File: src/hw/rtl/pgwh_pkg.sv
package pgwh_pkg;

   localparam int unsigned BYTE_W = 8;
   localparam int unsigned LEN_W  = 32;
   localparam int unsigned MAX_W  = 31;
   localparam int unsigned POS_W  = 4;

   localparam logic [MAX_W-1:0] MAX_PACKET_RESET = 31'h7FFF_FFFF;

   // special header codes
   localparam logic [LEN_W-1:0] CODE_CANCEL     = 32'd80877102;
   localparam logic [LEN_W-1:0] CODE_SSLREQ     = 32'd80877103;
   localparam logic [LEN_W-1:0] CODE_STARTUP_V2 = 32'h0002_0000;
   localparam logic [15:0]      V3_MAJOR        = 16'd3;
   localparam logic [15:0]      V3_MINOR_LIMIT  = 16'd2;

   // smallest legal length: header size minus one
   localparam logic [LEN_W-1:0] MIN_LEN_NEW = 32'd4;
   localparam logic [LEN_W-1:0] MIN_LEN_OLD = 32'd7;

   // byte positions (count of header bytes seen so far)
   localparam logic [POS_W-1:0] POS_TYPE      = 4'd1;
   localparam logic [POS_W-1:0] POS_LEN_LAST  = 4'd4;
   localparam logic [POS_W-1:0] POS_OLD_LEN_A = 4'd2;
   localparam logic [POS_W-1:0] POS_OLD_LEN_B = 4'd3;
   localparam logic [POS_W-1:0] POS_CODE_LAST = 4'd7;
   localparam logic [POS_W-1:0] POS_NEW_DONE  = 4'd5;
   localparam logic [POS_W-1:0] POS_OLD_DONE  = 4'd8;
   localparam logic [POS_W-1:0] POS_MAX       = 4'd15;

   typedef enum logic [2:0] {
      STATUS_OK          = 3'd0,
      STATUS_SHORT       = 3'd1,
      STATUS_BAD_SECOND  = 3'd2,
      STATUS_UNKNOWN     = 3'd3,
      STATUS_BAD_LENGTH  = 3'd4
   } status_type;

   typedef enum logic [2:0] {
      KIND_REGULAR    = 3'd0,
      KIND_CANCEL     = 3'd1,
      KIND_SSL_REQ    = 3'd2,
      KIND_STARTUP_V3 = 3'd3,
      KIND_STARTUP_V2 = 3'd4
   } kind_type;

   typedef struct packed {
      logic [BYTE_W-1:0] data_byte;
      logic              first;
      logic              last;
   } req_type;

   typedef struct packed {
      status_type        status;
      kind_type          kind;
      logic [BYTE_W-1:0] msg_type;
      logic [LEN_W-1:0]  msg_length;
      logic              new_format;
   } rsp_type;

   typedef struct packed {
      logic     known;
      kind_type kind;
   } code_class_type;

   function automatic code_class_type classify_code(input logic [LEN_W-1:0] code);
      code_class_type c;
      c.known = 1'b1;
      c.kind  = KIND_REGULAR;
      if (code == CODE_CANCEL) begin
         c.kind = KIND_CANCEL;
      end else if (code == CODE_SSLREQ) begin
         c.kind = KIND_SSL_REQ;
      end else if (code[31:16] == V3_MAJOR && code[15:0] < V3_MINOR_LIMIT) begin
         c.kind = KIND_STARTUP_V3;
      end else if (code == CODE_STARTUP_V2) begin
         c.kind = KIND_STARTUP_V2;
      end else begin
         c.known = 1'b0;
      end
      return c;
   endfunction

endpackage

File: src/hw/rtl/pg_wire_header_classifier_unit.sv
// Frontend message header classifier. Bytes of a message enter one per req_
// transaction, with req_first marking the byte that opens a header and
// req_last marking the last byte currently in the buffer. A nonzero first
// byte opens a 5-byte header (type plus big-endian 32-bit length); a zero
// first byte opens an 8-byte special header (zero byte, zero second byte,
// 16-bit length, 32-bit code classified as cancel, ssl request, startup v3
// or v2). At most one rsp_ transaction is given per header, either when it
// completes or when it fails (short buffer, bad second byte, unknown code,
// length out of range against csr_max_packet_size); a header cut off by a
// new first byte gives none. Extra bytes are dropped until the next first
// byte. Throughput is one byte per clock while the result slot is free or
// draining: each byte passes an input register, the combinational parse
// logic and a result register that drives rsp_valid. The limit register
// resets to 2^31-1 and should be written only while no bytes are in flight.
module pg_wire_header_classifier_unit (
   input  logic                           clock,
   input  logic                           reset,

   input  logic                           req_valid,
   output logic                           req_ready,
   input  logic [pgwh_pkg::BYTE_W-1:0]    req_data_byte,
   input  logic                           req_first,
   input  logic                           req_last,

   output logic                           rsp_valid,
   input  logic                           rsp_ready,
   output logic [2:0]                     rsp_status,
   output logic [2:0]                     rsp_kind,
   output logic [pgwh_pkg::BYTE_W-1:0]    rsp_msg_type,
   output logic [pgwh_pkg::LEN_W-1:0]     rsp_msg_length,
   output logic                           rsp_new_format,

   input  logic                           csr_valid,
   output logic                           csr_ready,
   input  logic [pgwh_pkg::MAX_W-1:0]     csr_max_packet_size
);

   // input stage
   logic              in_valid_ff, in_valid_in;
   pgwh_pkg::req_type in_ff,       in_in;

   // result stage
   logic              out_valid_ff, out_valid_in;
   pgwh_pkg::rsp_type out_ff,       out_in;

   // limit register
   logic [pgwh_pkg::MAX_W-1:0] max_ff, max_in;

   logic              advance;
   logic              parse_valid;
   pgwh_pkg::rsp_type parse_rsp;

   // the held byte moves through the parser when the result slot is free or draining
   assign advance   = in_valid_ff && (!out_valid_ff || rsp_ready);
   assign req_ready = !in_valid_ff || advance;
   assign csr_ready = 1'b1;

   always_comb begin
      in_valid_in = in_valid_ff;
      in_in       = in_ff;
      if (req_valid && req_ready) begin
         in_valid_in     = 1'b1;
         in_in.data_byte = req_data_byte;
         in_in.first     = req_first;
         in_in.last      = req_last;
      end else if (advance) begin
         in_valid_in = 1'b0;
      end
   end

   always_comb begin
      out_valid_in = out_valid_ff;
      out_in       = out_ff;
      if (advance) begin
         // bytes that give no result leave the slot empty
         out_valid_in = parse_valid;
         if (parse_valid) begin
            out_in = parse_rsp;
         end
      end else if (rsp_ready) begin
         out_valid_in = 1'b0;
      end
   end

   assign max_in = (csr_valid && csr_ready) ? csr_max_packet_size : max_ff;

   pgwh_parse u_parse (
      .clock           (clock),
      .reset           (reset),
      .step            (advance),
      .req             (in_ff),
      .max_packet_size (max_ff),
      .rsp_valid       (parse_valid),
      .rsp             (parse_rsp)
   );

   always_ff @(posedge clock) begin
      if (reset) begin
         in_valid_ff  <= 1'b0;
         out_valid_ff <= 1'b0;
         max_ff       <= pgwh_pkg::MAX_PACKET_RESET;
      end else begin
         in_valid_ff  <= in_valid_in;
         out_valid_ff <= out_valid_in;
         max_ff       <= max_in;
      end
   end

   // payload registers carry no reset
   always_ff @(posedge clock) begin
      in_ff  <= in_in;
      out_ff <= out_in;
   end

   assign rsp_valid      = out_valid_ff;
   assign rsp_status     = out_ff.status;
   assign rsp_kind       = out_ff.kind;
   assign rsp_msg_type   = out_ff.msg_type;
   assign rsp_msg_length = out_ff.msg_length;
   assign rsp_new_format = out_ff.new_format;

endmodule

File: src/hw/rtl/pgwh_parse.sv
module pgwh_parse (
   input  logic                                clock,
   input  logic                                reset,
   input  logic                                step,
   input  pgwh_pkg::req_type                   req,
   input  logic [pgwh_pkg::MAX_W-1:0]          max_packet_size,
   output logic                                rsp_valid,
   output pgwh_pkg::rsp_type                   rsp
);

   logic [pgwh_pkg::POS_W-1:0]  pos_ff,  pos_in;
   logic                        old_ff,  old_in;
   logic [pgwh_pkg::LEN_W-1:0]  len_ff,  len_in;
   logic [pgwh_pkg::LEN_W-1:0]  code_ff, code_in;
   logic [pgwh_pkg::BYTE_W-1:0] type_ff, type_in;
   logic                        sbad_ff, sbad_in;
   logic                        done_ff, done_in;
   logic                        done_keep;
   logic                        active;
   logic [pgwh_pkg::LEN_W-1:0]  old_len;
   logic [pgwh_pkg::LEN_W-1:0]  max_ext;
   pgwh_pkg::code_class_type    cls;

   // header field accumulation
   always_comb begin
      pos_in    = pos_ff;
      old_in    = old_ff;
      len_in    = len_ff;
      code_in   = code_ff;
      type_in   = type_ff;
      sbad_in   = sbad_ff;
      done_keep = done_ff;
      active    = 1'b0;
      if (req.first) begin
         active    = 1'b1;
         pos_in    = pgwh_pkg::POS_TYPE;
         type_in   = req.data_byte;
         old_in    = (req.data_byte == '0);
         len_in    = '0;
         code_in   = '0;
         sbad_in   = 1'b0;
         done_keep = 1'b0;
      end else if (!done_ff) begin
         active = 1'b1;
         if (!old_ff) begin
            if (pos_ff >= pgwh_pkg::POS_TYPE && pos_ff <= pgwh_pkg::POS_LEN_LAST) begin
               len_in = {len_ff[pgwh_pkg::LEN_W-pgwh_pkg::BYTE_W-1:0], req.data_byte};
            end
         end else begin
            if (pos_ff == pgwh_pkg::POS_TYPE) begin
               sbad_in = (req.data_byte != '0);
            end else if (pos_ff == pgwh_pkg::POS_OLD_LEN_A ||
                         pos_ff == pgwh_pkg::POS_OLD_LEN_B) begin
               len_in = {len_ff[pgwh_pkg::LEN_W-pgwh_pkg::BYTE_W-1:0], req.data_byte};
            end else if (pos_ff >= pgwh_pkg::POS_LEN_LAST &&
                         pos_ff <= pgwh_pkg::POS_CODE_LAST) begin
               code_in = {code_ff[pgwh_pkg::LEN_W-pgwh_pkg::BYTE_W-1:0], req.data_byte};
            end
         end
         if (pos_ff != pgwh_pkg::POS_MAX) begin
            pos_in = pos_ff + 1'b1;
         end
      end
   end

   assign cls     = pgwh_pkg::classify_code(code_in);
   assign old_len = {16'b0, len_in[15:0]};
   assign max_ext = {1'b0, max_packet_size};

   // result decision
   always_comb begin
      rsp_valid       = 1'b0;
      rsp.status      = pgwh_pkg::STATUS_OK;
      rsp.kind        = pgwh_pkg::KIND_REGULAR;
      rsp.msg_type    = '0;
      rsp.msg_length  = '0;
      rsp.new_format  = 1'b0;
      if (active) begin
         if (!old_in && pos_in == pgwh_pkg::POS_NEW_DONE) begin
            rsp_valid      = 1'b1;
            rsp.msg_type   = type_in;
            rsp.msg_length = len_in;
            rsp.new_format = 1'b1;
            if (len_in < pgwh_pkg::MIN_LEN_NEW || len_in > max_ext) begin
               rsp.status = pgwh_pkg::STATUS_BAD_LENGTH;
            end
         end else if (old_in && sbad_in && pos_in == pgwh_pkg::POS_NEW_DONE) begin
            rsp_valid  = 1'b1;
            rsp.status = pgwh_pkg::STATUS_BAD_SECOND;
         end else if (old_in && !sbad_in && pos_in == pgwh_pkg::POS_OLD_DONE) begin
            rsp_valid = 1'b1;
            if (!cls.known) begin
               rsp.status = pgwh_pkg::STATUS_UNKNOWN;
            end else begin
               rsp.kind       = cls.kind;
               rsp.msg_length = old_len;
               if (old_len < pgwh_pkg::MIN_LEN_OLD || old_len > max_ext) begin
                  rsp.status = pgwh_pkg::STATUS_BAD_LENGTH;
               end
            end
         end else if (req.last) begin
            rsp_valid  = 1'b1;
            rsp.status = pgwh_pkg::STATUS_SHORT;
         end
      end
   end

   assign done_in = rsp_valid ? 1'b1 : done_keep;

   always_ff @(posedge clock) begin
      if (reset) begin
         pos_ff  <= '0;
         old_ff  <= 1'b0;
         len_ff  <= '0;
         code_ff <= '0;
         type_ff <= '0;
         sbad_ff <= 1'b0;
         done_ff <= 1'b1;
      end else if (step) begin
         pos_ff  <= pos_in;
         old_ff  <= old_in;
         len_ff  <= len_in;
         code_ff <= code_in;
         type_ff <= type_in;
         sbad_ff <= sbad_in;
         done_ff <= done_in;
      end
   end

   a_result_needs_open_header: assert property (@(posedge clock) disable iff (reset)
      rsp_valid |-> (req.first || !done_ff))
      else $error("result from an idle parser");

   a_result_closes_header: assert property (@(posedge clock) disable iff (reset)
      step && rsp_valid |=> done_ff)
      else $error("header still open after its result");

   a_open_position_range: assert property (@(posedge clock) disable iff (reset)
      !done_ff |-> (pos_ff >= pgwh_pkg::POS_TYPE && pos_ff <= pgwh_pkg::POS_CODE_LAST))
      else $error("open header at impossible byte position");

   a_ok_length_in_limit: assert property (@(posedge clock) disable iff (reset)
      rsp_valid && rsp.status == pgwh_pkg::STATUS_OK |-> rsp.msg_length <= max_ext)
      else $error("ok result with length above limit");

endmodule
File: config.mk
export PLATFORM = sky130hd
export DESIGN_NAME = pg_wire_header_classifier_unit
export DESIGN_NICKNAME = d
export VERILOG_FILES = /design/src/hw/rtl/pgwh_pkg.sv /design/src/hw/rtl/pg_wire_header_classifier_unit.sv /design/src/hw/rtl/pgwh_parse.sv
export SDC_FILE = /design/constraint.sdc
export NUM_CORES = 1
export LEC_CHECK = 0
export BUFFER_PORTS_ARGS = -buffer_cell sky130_fd_sc_hd__buf_4
export CAP_MARGIN = 10
export CORE_MARGIN = 2
export CORE_UTILIZATION = 25
export CTS_CLUSTER_SIZE = 28
export DETAILED_ROUTE_END_ITERATION = 10
export PLACE_DENSITY = 0.41
export SKIP_CTS_REPAIR_TIMING = 1
export SLEW_MARGIN = 10
export SYNTH_ARGS = -nofsm -noshare
export SYNTH_HDL_FRONTEND = slang
export SYNTH_HIERARCHICAL = 1
export SYNTH_SLANG_ARGS = --single-unit
File: constraint.sdc
create_clock -name clock -period 5.5 [get_ports clock]
set_input_delay 1.65 -clock clock [delete_from_list [all_inputs] [get_ports clock]]
set_output_delay 1.65 -clock clock [all_outputs]
set_load 0.02 [all_outputs]
## Yosys cells after proc, flatten, opt, wreduce, memory -nomap -nowiden

Index checks and enable logic that the tools add are counted.

- Order comparisons: 9
- Bitwise logic cells: 3
- Reduce and logical (&&, ||, !) cells: 30
- Add/subtract/negate cells: 1
- Equality and inequality tests: 10
- Muxes and demuxes: 54

Operator list:

| kind | number |
|---|---|
| two-way mux 32 bit | 15 |
| == test 32 x 27 -> 1 bit (second input constant) | 2 |
| == test 32 x 18 -> 1 bit (second input constant) | 1 |
| greater-than comparator 32 x 31 -> 1 bit | 1 |
| < comparator 32 x 3 -> 1 bit (second input constant) | 1 |
| greater-than comparator 16 x 31 -> 1 bit | 1 |
| two-way mux 1 bit | 25 |
| two-way mux 3 bit | 7 |
| == test 16 x 2 -> 1 bit (second input constant) | 1 |
| < comparator 16 x 2 -> 1 bit (second input constant) | 1 |
| < comparator 16 x 3 -> 1 bit (second input constant) | 1 |
| two-way mux 16 bit | 1 |
| two-way mux 4 bit | 3 |
| logical AND 1 bit | 10 |
| == test 4 x 2 -> 1 bit (second input constant) | 2 |
| less-or-equal comparator 4 x 3 -> 1 bit (second input constant) | 2 |
| zero test 8 bit | 1 |
| two-way mux 8 bit | 1 |
| nonzero test 8 bit | 1 |
| OR reduction 8 bit | 1 |
| AND reduction 2 bit | 3 |
| nonzero test 2 bit | 3 |
| OR reduction 6 bit | 1 |
| logical OR 1 bit | 5 |
| 11 further kinds | 17 |

- Register bits: 169
- Input bits: 46
- Output and inout port bits: 50

## Longest topological paths before layout

Gate-level depths: netlist of the first run.

- Depth in word-level cells: 17
- Mapped depth: 19

## Cells and area by module

The synthesis of the first run kept the hierarchy.

Modules (own cells, without submodules):

| module | instances | sequential area each (µm²) | area each (µm²) | cells each |
|---|---|---|---|---|
| pgwh_parse | 1 | 1581.5 | 5487.8 | 714 |
| pg_wire_header_classifier_unit | 1 | 2372.3 | 2981.6 | 173 |

## Worst setup path before layout of the first run

Ideal clock, no wire load.

- Kind: flip-flop to flip-flop
- From: register in_ff[4] (netlist bit)
- To: register out_ff (netlist bit rsp_kind[0]), enable pin
- Required time: 5.043 ns
- Slack: 0.909 ns
- Arrival: 4.134 ns
- Library setup time: 0.457 ns
- Cell stages (with the launch flop): 9
- Path through: edfxtp_1 > or4_1 > nor3_1 > a211oi_1 > nor2_1 > nor3_1 > nor2_1 > nand2_1 > nor2b_1

- Cells in the longest elaborated chain, start to end: 13
- Elaborated cells between the ends (all ways): 19

RTL lines:

| element | line | source |
|---|---|---|
| start, declared | pg_wire_header_classifier_unit.sv:40 | `pgwh_pkg::req_type in_ff, in_in;` |
| start signal, assigned | pg_wire_header_classifier_unit.sv:111 | `in_ff <= in_in;` |
| nonzero test 8 bit | pgwh_parse.sv:51 | `sbad_in = (req.data_byte != '0);` |
| two-way mux 1 bit | pgwh_parse.sv:50 | `if (pos_ff == pgwh_pkg::POS_TYPE) begin` |
| two-way mux 1 bit | pgwh_parse.sv:45 | `if (!old_ff) begin` |
| two-way mux 1 bit | pgwh_parse.sv:43 | `end else if (!done_ff) begin` |
| two-way mux 1 bit | pgwh_parse.sv:34 | `if (req.first) begin` |
| zero test 1 bit | pgwh_parse.sv:90 | `end else if (old_in && !sbad_in && pos_in == pgwh_pkg::POS_OLD_DONE) begin` |
| logical AND 1 bit (2 in a row) | pgwh_parse.sv:90 |  |
| two-way mux 1 bit | pgwh_parse.sv:90 |  |
| two-way mux 1 bit | pgwh_parse.sv:87 | `end else if (old_in && sbad_in && pos_in == pgwh_pkg::POS_NEW_DONE) begin` |
| two-way mux 1 bit (*) | pgwh_parse.sv:79 | `if (!old_in && pos_in == pgwh_pkg::POS_NEW_DONE) begin` |
| two-way mux 1 bit (*) | pgwh_parse.sv:78 | `if (active) begin` |
| net parse_valid | pg_wire_header_classifier_unit.sv:50 | `logic parse_valid;` |
| AND reduction 2 bit (no line) (*) | - |  |
| end signal, assigned | pg_wire_header_classifier_unit.sv:112 | `out_ff <= out_in;` |
| end, declared | pg_wire_header_classifier_unit.sv:44 | `pgwh_pkg::rsp_type out_ff, out_in;` |

The timed path passes the listed nets; every way through them passes the cells marked *.
A chain may end at the register's enable or synchronous reset.

## Final worst setup path of the first run

- From: register u_parse/pos_ff[1] (netlist bit)
- To: register out_ff (netlist bit rsp_status[2]), data pin

- Elaborated cells between the ends (all ways): 61

RTL lines:

| element | line | source |
|---|---|---|
| start, declared | pgwh_parse.sv:11 | `logic [pgwh_pkg::POS_W-1:0] pos_ff, pos_in;` |
| start signal, assigned | pgwh_parse.sv:120 | `pos_ff <= pos_in;` |
| parallel branches: the longest is 4 deep, another holds >= comparator 4 x 1 -> 1 bit | - |  |
| two-way mux 32 bit (*) | pgwh_parse.sv:45 |  |
| two-way mux 32 bit (*) | pgwh_parse.sv:43 |  |
| two-way mux 32 bit (*) | pgwh_parse.sv:34 |  |
| net u_parse.len_in, one bit | pgwh_parse.sv:13 | `logic [pgwh_pkg::LEN_W-1:0] len_ff, len_in;` |
| greater-than comparator 16 x 31 -> 1 bit or < comparator 16 x 3 -> 1 bit (tied branches) | pgwh_parse.sv:97 | `if (old_len < pgwh_pkg::MIN_LEN_OLD \|\| old_len > max_ext) begin` |
| logical OR 1 bit | pgwh_parse.sv:97 |  |
| two-way mux 3 bit | pgwh_parse.sv:97 |  |
| two-way mux 3 bit | pgwh_parse.sv:92 | `if (!cls.known) begin` |
| two-way mux 3 bit | pgwh_parse.sv:90 |  |
| two-way mux 3 bit | pgwh_parse.sv:87 |  |
| two-way mux 3 bit (*) | pgwh_parse.sv:79 |  |

Mark *: on every way through the listed nets, which the timed path passes.

==> results of run 1 <==
==> cell usage after synthesis, types with 5 or more instances <==
cell type	count	area [sq um]
nand2b_1	9	56.30
a21o_1	7	52.55
nor3_1	31	155.2
nand4_1	13	81.33
nor3b_1	5	37.54
nand3_1	8	40.04
and2_1	17	106.4
clkbuf_1	31	116.4
a22oi_1	30	225.2
nor2_1	118	442.9
nor2b_1	38	237.7
a21oi_1	50	250.2
or3_1	6	37.54
buf_6	6	67.56
dfxtp_1	112	2242
buf_2	9	45.04
edfxtp_1	57	1712
a211o_1	31	271.5
mux2i_1	57	570.6
nand2_1	66	247.7
ha_1	33	412.9
or4_1	11	82.58
nor4_1	13	81.33
o21ai_0	10	50.05
inv_1	36	135.1
==> worst max-delay path, stage by stage, from the launching register on <==
cell	delay [ns]
dfxtp_1	0.42
inv_1	0.10
ha_1	0.22
or4b_4	0.51
o22ai_2	0.31
nand2_1	0.47
mux2i_1	0.41
nor2_1	0.12
ha_1	0.36
and3b_1	0.20
o21a_1	0.19
a2111oi_0	0.56
o211ai_1	0.21
a2111oi_0	0.44
a21oi_1	0.17
nand4b_1	0.13
a22oi_2	0.08
==> logic make-up (layout without fill, tap and decap cells) <==
| logic type | after synthesis | count (layout) |
|---|---|---|
| AOI/OAI and AO/OA | 169 | 169 |
| adders and majority gates | 33 | 33 |
| buffers and inverters | 92 | 180 |
| DFF | 169 | 169 |
| muxes | 59 | 59 |
| other | 1 | 1 |
| and+or+nand+nor | 364 | 364 |
==> layer usage <==
layer | track usage | part of all wire | up-vias | wire length [microns]
met5 | 0 | 0 | - | 0
met4 | 0.04482 | 0.016 | 0 | 418
met3 | 0.03238 | 0.049 | 28 | 1265
met2 | 0.1978 | 0.41 | 158 | 10420
met1 | 0.2273 | 0.53 | 3200 | 13480
li1 | - | - | 3356 | -
==> layout make-up <==
class | instances | share of cell area
Clock buffer | 20 | 0.04376
Sequential cell | 169 | 0.3873
Multi-Input combinational cell | 626 | 0.4032
Timing Repair Buffer | 110 | 0.08090
Inverter | 38 | 0.01397
Clock inverter | 12 | 0.01594
Tap cell | 448 | 0.05492
==> power groups by stage <==
stage | Clock, mW | Combinational, mW | Sequential [mW]
2_1_floorplan | 0 | 0.129 | 1.37
3_3_place_gp | 0 | 0.213 | 1.37
3_5_place_dp | 0 | 0.212 | 1.37
4_1_cts | 1.32 | 0.213 | 1.34
5_1_grt | 1.37 | 0.233 | 1.35
6_report | 1.27 | 0.210 | 1.34
==> worst max path at each step <==
| stage | startpoint | to | cells after the start |
|---|---|---|---|
| after floorplan | in_ff[4] | rsp_kind[0] | 8 |
| after global placement | u_parse/pos_ff[1] | rsp_status[2] | 16 |
| after detailed placement | u_parse/pos_ff[1] | rsp_status[2] | 16 |
| after CTS | u_parse/pos_ff[1] | rsp_status[2] | 16 |
| after global routing | u_parse/pos_ff[1] | rsp_status[2] | 16 |
| final | u_parse/pos_ff[1] | rsp_status[2] | 16 |
==> flip-flops by register name, summed over array words and instances (netlist names), 3 cells and up <==
signal           count
rsp_msg_length      32
u_parse/code_ff     32
u_parse/len_ff      32
max_ff              31
in_ff               10
rsp_msg_type         8
u_parse/type_ff      8
u_parse/pos_ff       4
rsp_kind             3
rsp_status           3
==> metrics by stage <==
| stage | worst slack [ns] | utilization | power (mW) | hold WS, ns | instances |
|---|---|---|---|---|---|
| 2_1_floorplan | 0.9085 | - | 1.499 | 0.4357 | 887 |
| 3_3_place_gp | 0.6913 | 0.2869 | 1.585 | 0.4410 | 1391 |
| 3_5_place_dp | 0.4302 | 0.2869 | 1.585 | 0.4463 | 1391 |
| 4_1_cts | 0.4123 | 0.3052 | 2.881 | 0.4549 | 1423 |
| 5_1_grt | 0.01453 | 0.3052 | 2.955 | 0.4803 | 1423 |
| 6_report | 0.3462 | 0.3052 | 2.830 | 0.4540 | 1423 |
==> metrics, run 1 <==
Internal between 2 and 2.5 mW; CP max FO 11; post-route setup TNS 0 ns; Vias/cell 4.738; post-synthesis sequential area ratio 0.4668; most frequent cells in the layout nor2_1, dfxtp_1, buf_4, nand2_1; Clock Path Buffers 2; Post-synth EDFFs 57; crit path DAT 5.33 ns; port bufs between 90 and 100; largest net degree at the start of global routing 81; Core Box Area about 0.033 sq mm; CP required 5.68 ns; Max VDD drop around 0.21 mV; Hold Crit Class reg -> reg; Slew Viols, Final 0; HP Start u_parse/type_ff[6]; Critical R2R Launch u_parse/pos_ff[1]; Synth Area in Adders 0.04875; PwrDens 277.2 mW/mm^2; GP Congestion 0.8483; maxcap violations 0; # DRC 0; detailed-route wire length per cell 17.98 microns; Slew HR 0.3631; switching share of power 0.2451; CTS buffer count 17; Placed Area 0.009598 sq mm; final hold violations 0; grt ovf 0; Crit Path Class reg -> reg; Clock power frac 0.451; r2r setup slk 0.35 ns; FILL cells 3545; Final #Nets around 1000; status finished clean; htree depth 4; share of total power in sequential cells 0.475; combinational power share 0.074; cells after synthesis 887; Final Skew 0.01142 ns; vias in the first global route 6514; Slew @ Worst Pin 0.9553 ns; Initial Utilization 0.2532; Synth Area per Inst 9.548 sq um; largest family of logic cells by synthesized area simple AND/OR/NAND/NOR gates; unrepaired setup endpoints after global routing false; FF+latch area 0.003954 sq mm; Skew-Pair Late Insertion Delay 0.44 ns; CP Capture Type flip-flop; Die ar. 0.03537 sq mm; DRT iter0 DRCs 562; Synth Register Bits 169; clk sink count 169; global-route wire length before repair 39710 microns; drt pass-1 iters 5; CTS tree built; ANT cells 0; P&R area growth vs syn 20.52%; sw power 693.5 uW; worst reg2reg path depth 16; mux cell area share after synthesis 0.07003; final WL 25580 microns; post-synthesis cell area 0.008469 sq mm; number of distinct library cells after synthesis 72; gr usage total 0.1468; Hold EP u_parse/type_ff[6]; Reg clk slew, reported paths 0.07 ns; Root Buffer clkbuf_16; Syn Nets 966; compound-gate portion of the synthesized area 0.1436; FF-to-FF End rsp_status[2]; FFs w/ async S/R, synth 0; Static Leak 4.018 nW; XOR/XNOR Fraction of Synth Area 0; Site Rows 67; Chip Width ~190 microns; Tmin final just over 5 ns; initial antenna violation count 1; # IOs 96; multi-input logic area 0.004115 sq mm; final setup fails 0; post-route ant nets 0; YS warnings 6; Synth Flop Type dfxtp_1; hpwl dp between 15000 and 20000 microns; Finished Cell Area 0.01021 sq mm; layout cell share with drive strength beyond 1 0.1692; Die Y 188.1 microns; Post-Synth Simple-Gate Area 0.2212; FMAX roughly 190 MHz; critical path launch point type flip-flop; Final period util 0.9371; hold depth 2; Via Count 6742; commonest non-fill, non-tap cell in the layout nor2_1
No activity file was read; power rests on OpenSTA's default activity.
==> run 2, diff against run 1 <==
--- a/config.mk
+++ b/config.mk
@@ -5,13 +5,14 @@
 export SDC_FILE = /design/constraint.sdc
 export NUM_CORES = 1
 export LEC_CHECK = 0
+export ABC_CLOCK_PERIOD_IN_PS = 5500
 export BUFFER_PORTS_ARGS = -buffer_cell sky130_fd_sc_hd__buf_4
 export CAP_MARGIN = 10
 export CORE_MARGIN = 2
-export CORE_UTILIZATION = 25
+export CORE_UTILIZATION = 45
 export CTS_CLUSTER_SIZE = 28
 export DETAILED_ROUTE_END_ITERATION = 10
-export PLACE_DENSITY = 0.41
+export PLACE_DENSITY = 0.64
 export SKIP_CTS_REPAIR_TIMING = 1
 export SLEW_MARGIN = 10
 export SYNTH_ARGS = -nofsm -noshare
==> metrics, run 2 (synthesis gave the netlist of run 1 again) <==
Core Box Area 0.01858 sq mm (was 0.03345 sq mm); Finished Cell Area 0.009910 sq mm (was 0.01021 sq mm); detailed-route wire length per cell 17.82 microns (was 17.98 microns); layout cell share with drive strength beyond 1 0.1649 (was 0.1692); GP Congestion 0.8705 (was 0.8483); CP max-delay cell nor2_2 (was a2111oi_0); final hold violations 0 (unchanged); Final period util 0.9264 (was 0.9371); Skew-Pair Late Insertion Delay 0.43 ns (was 0.44 ns); Clock Path Buffers 2 (unchanged); DRT iter0 DRCs 395 (was 562); Vias/cell 5.650 (was 4.738); port bufs 94 (unchanged); Placed Area 0.009293 sq mm (was 0.009598 sq mm); Slew @ Worst Pin 1.012 ns (was 0.9553 ns); Crit Path Class reg -> reg (unchanged); # IOs 96 (unchanged); Tmin final 5.095 ns (was 5.154 ns); maxcap violations 0 (unchanged); Die ar. 0.01993 sq mm (was 0.03537 sq mm); CP delay by family, top simple AND/OR/NAND/NOR gates (was compound AO/OA/AOI/OAI gates); clk sink count 169 (unchanged); unrepaired setup endpoints after global routing false (unchanged); combinational power share 0.071 (was 0.074); P&R area growth vs syn 17.00% (was 20.52%); Root Buffer clkbuf_16 (unchanged); most frequent cells in the layout nor2_1, dfxtp_1, buf_4, nand2_1 (unchanged); share of total power in sequential cells 0.481 (was 0.475); CP max FO 17 (was 11); Clock power frac 0.448 (was 0.451); CP max stage delay 0.60 ns (was 0.56 ns); hpwl dp 14980 microns (was 18150 microns); critical path launch point type flip-flop (unchanged); post-route setup TNS 0 ns (unchanged); commonest non-fill, non-tap cell in the layout nor2_1 (unchanged); CP bufs+invs 2 (was 1); grt ovf 0 (unchanged); final WL 21460 microns (was 25580 microns); Pwr Total 2.797 mW (was 2.830 mW); Chip Width 141.2 microns (was 188.1 microns); FMAX 196.3 MHz (was 194.0 MHz); sw power 649.3 uW (was 693.5 uW); Max VDD drop 0.2335 mV (was 0.2089 mV); switching share of power 0.2321 (was 0.2451); Final Skew 0.01460 ns (was 0.01142 ns); crit path DAT 5.26 ns (was 5.33 ns); Initial Utilization 0.4558 (was 0.2532); Hold Crit Class reg -> reg (unchanged); CTS buffer count 17 (unchanged); Static Leak 4.003 nW (was 4.018 nW); final setup fails 0 (unchanged); CTS tree built (unchanged); Site Rows 50 (was 67); initial antenna violation count 0 (was 1); Slew HR 0.3235 (was 0.3631); vias in the first global route 6506 (was 6514); Via Count 6803 (was 6742); post-route ant nets 0 (unchanged); ANT cells 0 (unchanged); Die Y 141.2 microns (was 188.1 microns); htree depth 4 (unchanged); CP required 5.66 ns (was 5.68 ns); worst path cell trace inv_1, ha_1, or4b_4, o22a_1, nor2_2, buf_4, nand2_1, a21oi_1, ha_1, a21o_1, a21o_1, a21oi_1, nor4_1, or4_1, a2111oi_2, a22oi_2 (was inv_1, ha_1, or4b_4, o22ai_2, nand2_1, mux2i_1, nor2_1, ha_1, and3b_1, o21a_1, a2111oi_0, o211ai_1, a2111oi_0, a21oi_1, nand4b_1, a22oi_2); global-route wire length before repair 34270 microns (was 39710 microns); Slew Viols, Final 0 (unchanged); CP Capture Type flip-flop (unchanged); largest net degree at the start of global routing 81 (unchanged); Internal 2.148 mW (was 2.136 mW); gr usage total 0.2195 (was 0.1468); drt pass-1 iters 5 (unchanged); PwrDens 282.3 mW/mm^2 (was 277.2 mW/mm^2); Final #Nets 1036 (was 1041); Reg clk slew, reported paths 0.06 ns (was 0.07 ns); status finished clean (unchanged); # DRC 0 (unchanged)
[run 2: changes by cell type in the layout (fill, tap and decap cells not counted), sizes merged]
cell	delta
buf	-5
clkbuf	+1
clkinv	-1
clkinvlp	-1
inv	+1
[run 2: through the flow]
step,utilization,std cells,worst slack (ns),hold WS (ns)
2_1_floorplan,-,887,0.9085,0.4357
3_3_place_gp,0.5001,1172,0.6634,0.4408
3_5_place_dp,0.5001,1172,0.5152,0.4476
4_1_cts,0.5333,1204,0.4850,0.4568
5_1_grt,0.5333,1204,0.2055,0.4677
6_report,0.5333,1204,0.4048,0.4574
[run 2: power groups by stage]
| stage | registers, mW | logic (mW) | clock network [mW] |
|---|---|---|---|
| after floorplan | 1.37 | 0.129 | 0 |
| after global placement | 1.37 | 0.198 | 0 |
| after detailed placement | 1.37 | 0.199 | 0 |
| after CTS | 1.34 | 0.200 | 1.28 |
| after global routing | 1.35 | 0.218 | 1.32 |
| final | 1.34 | 0.199 | 1.25 |
[run 2: path summary, 6_finish.rpt]
path	start	end	slack, ns	depth (start not counted)
setup / recovery	u_parse/pos_ff[1]	rsp_status[2]	0.40	16
hold reg to reg	u_parse/type_ff[1]	u_parse/type_ff[1]	0.46	2
setup reg to reg	u_parse/pos_ff[1]	rsp_status[2]	0.40	16
hold / removal	u_parse/type_ff[1]	u_parse/type_ff[1]	0.46	2
[run 2: area by class of cell]
cell class | count | area, sq um
timing repair buffer | 105 | 788.3
clock buffer | 21 | 460.4
tap | 234 | 292.8
sequential | 169 | 3954
multi-input combinational | 626 | 4115
fill | 1719 | 8671
inverter | 38 | 142.6
clock inverter | 11 | 156.4
[run 2: metal layers]
| metal | GRT usage | wire, microns | part of all wire | vias up |
|---|---|---|---|---|
| met4 | 0.09053 | 649 | 0.030 | 0 |
| li1 | - | - | - | 3344 |
| met2 | 0.3802 | 10700 | 0.50 | 186 |
| met1 | 0.2715 | 9229 | 0.43 | 3234 |
| met3 | 0.03702 | 885 | 0.041 | 39 |
| met5 | 0 | 0 | 0 | - |
[run 2: worst min-delay path, delay by kind of cell, from the launching register on]
family,cells,cell delay (ns)
DFF,1,0.31
and+or+nand+nor,1,0.05
AOI/OAI and AO/OA,1,0.05
==> run 3, diff against run 2 <==
--- a/config.mk
+++ b/config.mk
@@ -8,6 +8,7 @@
 export ABC_CLOCK_PERIOD_IN_PS = 5500
 export BUFFER_PORTS_ARGS = -buffer_cell sky130_fd_sc_hd__buf_4
 export CAP_MARGIN = 10
+export CORE_ASPECT_RATIO = 2
 export CORE_MARGIN = 2
 export CORE_UTILIZATION = 45
 export CTS_CLUSTER_SIZE = 28
==> metrics, run 3 (synthesis gave the netlist of run 1 again) <==
status finished clean (unchanged); most frequent cells in the layout nor2_1, dfxtp_1, buf_4, nand2_1 (unchanged); Initial Utilization 0.4540 (was 0.4558); final WL 23790 microns (was 21460 microns); hpwl dp 17550 microns (was 14980 microns); critical path launch point type flip-flop (unchanged); Slew HR 0.3403 (was 0.3235); Finished Cell Area 0.009869 sq mm (was 0.009910 sq mm); FMAX 201.3 MHz (was 196.3 MHz); initial antenna violation count 0 (unchanged); Skew-Pair Late Insertion Delay 0.43 ns (about the same); Final #Nets 1042 (was 1036); CTS buffer count 17 (unchanged); ANT cells 0 (unchanged); Slew @ Worst Pin 0.9647 ns (was 1.012 ns); Final Core Density 0.5290 (was 0.5333); Slew Viols, Final 0 (unchanged); crit path DAT 5.13 ns (was 5.26 ns); Die ar. 0.02000 sq mm (was 0.01993 sq mm); Reg clk slew, reported paths 0.07 ns (was 0.06 ns); Crit Path Class reg -> reg (unchanged); port bufs 94 (unchanged); multi-input logic area 0.004115 sq mm (unchanged); Final Skew 0.009906 ns (was 0.01460 ns); layout cell share with drive strength beyond 1 0.1691 (was 0.1649); Root Buffer clkbuf_16 (unchanged); Static Leak 4.007 nW (was 4.003 nW); GP Congestion 0.9101 (was 0.8705); DRT iter0 DRCs 472 (was 395); Die Y 198.0 microns (was 141.2 microns); P&R area growth vs syn 16.53% (was 17.00%); Site Rows 71 (was 50); unrepaired setup endpoints after global routing false (unchanged); FF+latch area 0.003954 sq mm (unchanged); Final period util 0.9033 (was 0.9264); FILL cells 1713 (was 1719); CP Capture Type flip-flop (unchanged); Core Box Area 0.01866 sq mm (was 0.01858 sq mm); commonest non-fill, non-tap cell in the layout nor2_1 (unchanged); Max VDD drop 0.1798 mV (was 0.2335 mV); Tmin final 4.968 ns (was 5.095 ns); CP required 5.66 ns (about the same); detailed-route wire length per cell 19.90 microns (was 17.82 microns); htree depth 4 (unchanged); grt ovf 0 (unchanged); post-route setup TNS 0 ns (unchanged); largest net degree at the start of global routing 83 (was 81); Chip Width 101.0 microns (was 141.2 microns); # IOs 96 (unchanged); clk sink count 169 (unchanged); maxcap violations 0 (unchanged); Placed Area 0.009319 sq mm (was 0.009293 sq mm); Vias/cell 5.737 (was 5.650); Via Count 6856 (was 6803); CTS tree built (unchanged); Hold Crit Class reg -> reg (unchanged); post-route ant nets 0 (unchanged); drt pass-1 iters 5 (unchanged); Post-Place Worst Slack 0.6301 ns (was 0.5152 ns); CP max FO 17 (unchanged); global-route wire length before repair 36410 microns (was 34270 microns); # DRC 0 (unchanged); final hold violations 0 (unchanged); final setup fails 0 (unchanged); Clock Path Buffers 2 (unchanged); gr usage total 0.2437 (was 0.2195); Final WS setup 0.5318 ns (was 0.4048 ns); vias in the first global route 6833 (was 6506); PwrDens 273.0 mW/mm^2 (was 282.3 mW/mm^2)
[run 3: cell types whose count changed in the layout (fill, tap and decap cells not counted), sizes merged]
| cell | change |
|---|---|
| buf | +6 |
| clkinv | +4 |
| clkbuf | -2 |
| bufinv | -2 |
| inv | +1 |
| clkinvlp | -1 |
[run 3: stage by stage]
| stage | total power, mW | hold WS, ns | std cells |
|---|---|---|---|
| 2_1_floorplan | 1.499 | 0.4357 | 887 |
| 3_3_place_gp | 1.577 | 0.4427 | 1163 |
| 3_5_place_dp | 1.579 | 0.4458 | 1163 |
| 4_1_cts | 2.722 | 0.4552 | 1195 |
| 5_1_grt | 2.788 | 0.4863 | 1195 |
| 6_report | 2.695 | 0.4568 | 1195 |
[run 3: worst paths after layout]
path | startpoint | to | slack, ns | cells after the start
min reg2reg | u_parse/type_ff[2] | u_parse/type_ff[2] | 0.46 | 2
min | u_parse/type_ff[2] | u_parse/type_ff[2] | 0.46 | 2
max | u_parse/pos_ff[1] | rsp_status[2] | 0.53 | 16
max reg2reg | u_parse/pos_ff[1] | rsp_status[2] | 0.53 | 16
[run 3: where the power goes]
| part | switching (mW) | total, mW | internal [mW] |
|---|---|---|---|
| clock | 0.513 | 1.14 | 0.631 |
| sequential | 0.0295 | 1.35 | 1.32 |
| combinational | 0.119 | 0.204 | 0.0848 |
| total | 0.662 | 2.69 | 2.03 |
[run 3: worst max-delay path: stages, from the launching register on]
cell and delay [ns]:
dfxtp_1 0.43, inv_1 0.11, ha_1 0.22, or4b_4 0.51, o22a_1 0.25, nor2_2 0.55, buf_4 0.36, nand2_1 0.08
a21oi_1 0.35, ha_1 0.33, a21o_1 0.18, a21o_1 0.17, a21oi_1 0.14, nor4_1 0.07, or4_1 0.49, a2111oi_2 0.34
a22oi_2 0.12
[run 3: layout make-up]
type | instances | area share
flip-flops and latches | 169 | 0.4006
clock buffers | 19 | 0.04386
well taps | 219 | 0.02776
inverters | 38 | 0.01445
repair buffers | 111 | 0.08443
multi-input cells | 626 | 0.4170
clock inverters | 13 | 0.01192
[run 3: routing by layer]
| layer | wire [microns] | vias up | track usage |
|---|---|---|---|
| li1 | - | 3357 | - |
| met1 | 7933 | 3274 | 0.2227 |
| met2 | 13580 | 167 | 0.4721 |
| met3 | 574 | 58 | 0.02718 |
| met4 | 1698 | 0 | 0.1807 |
| met5 | 0 | - | 0 |
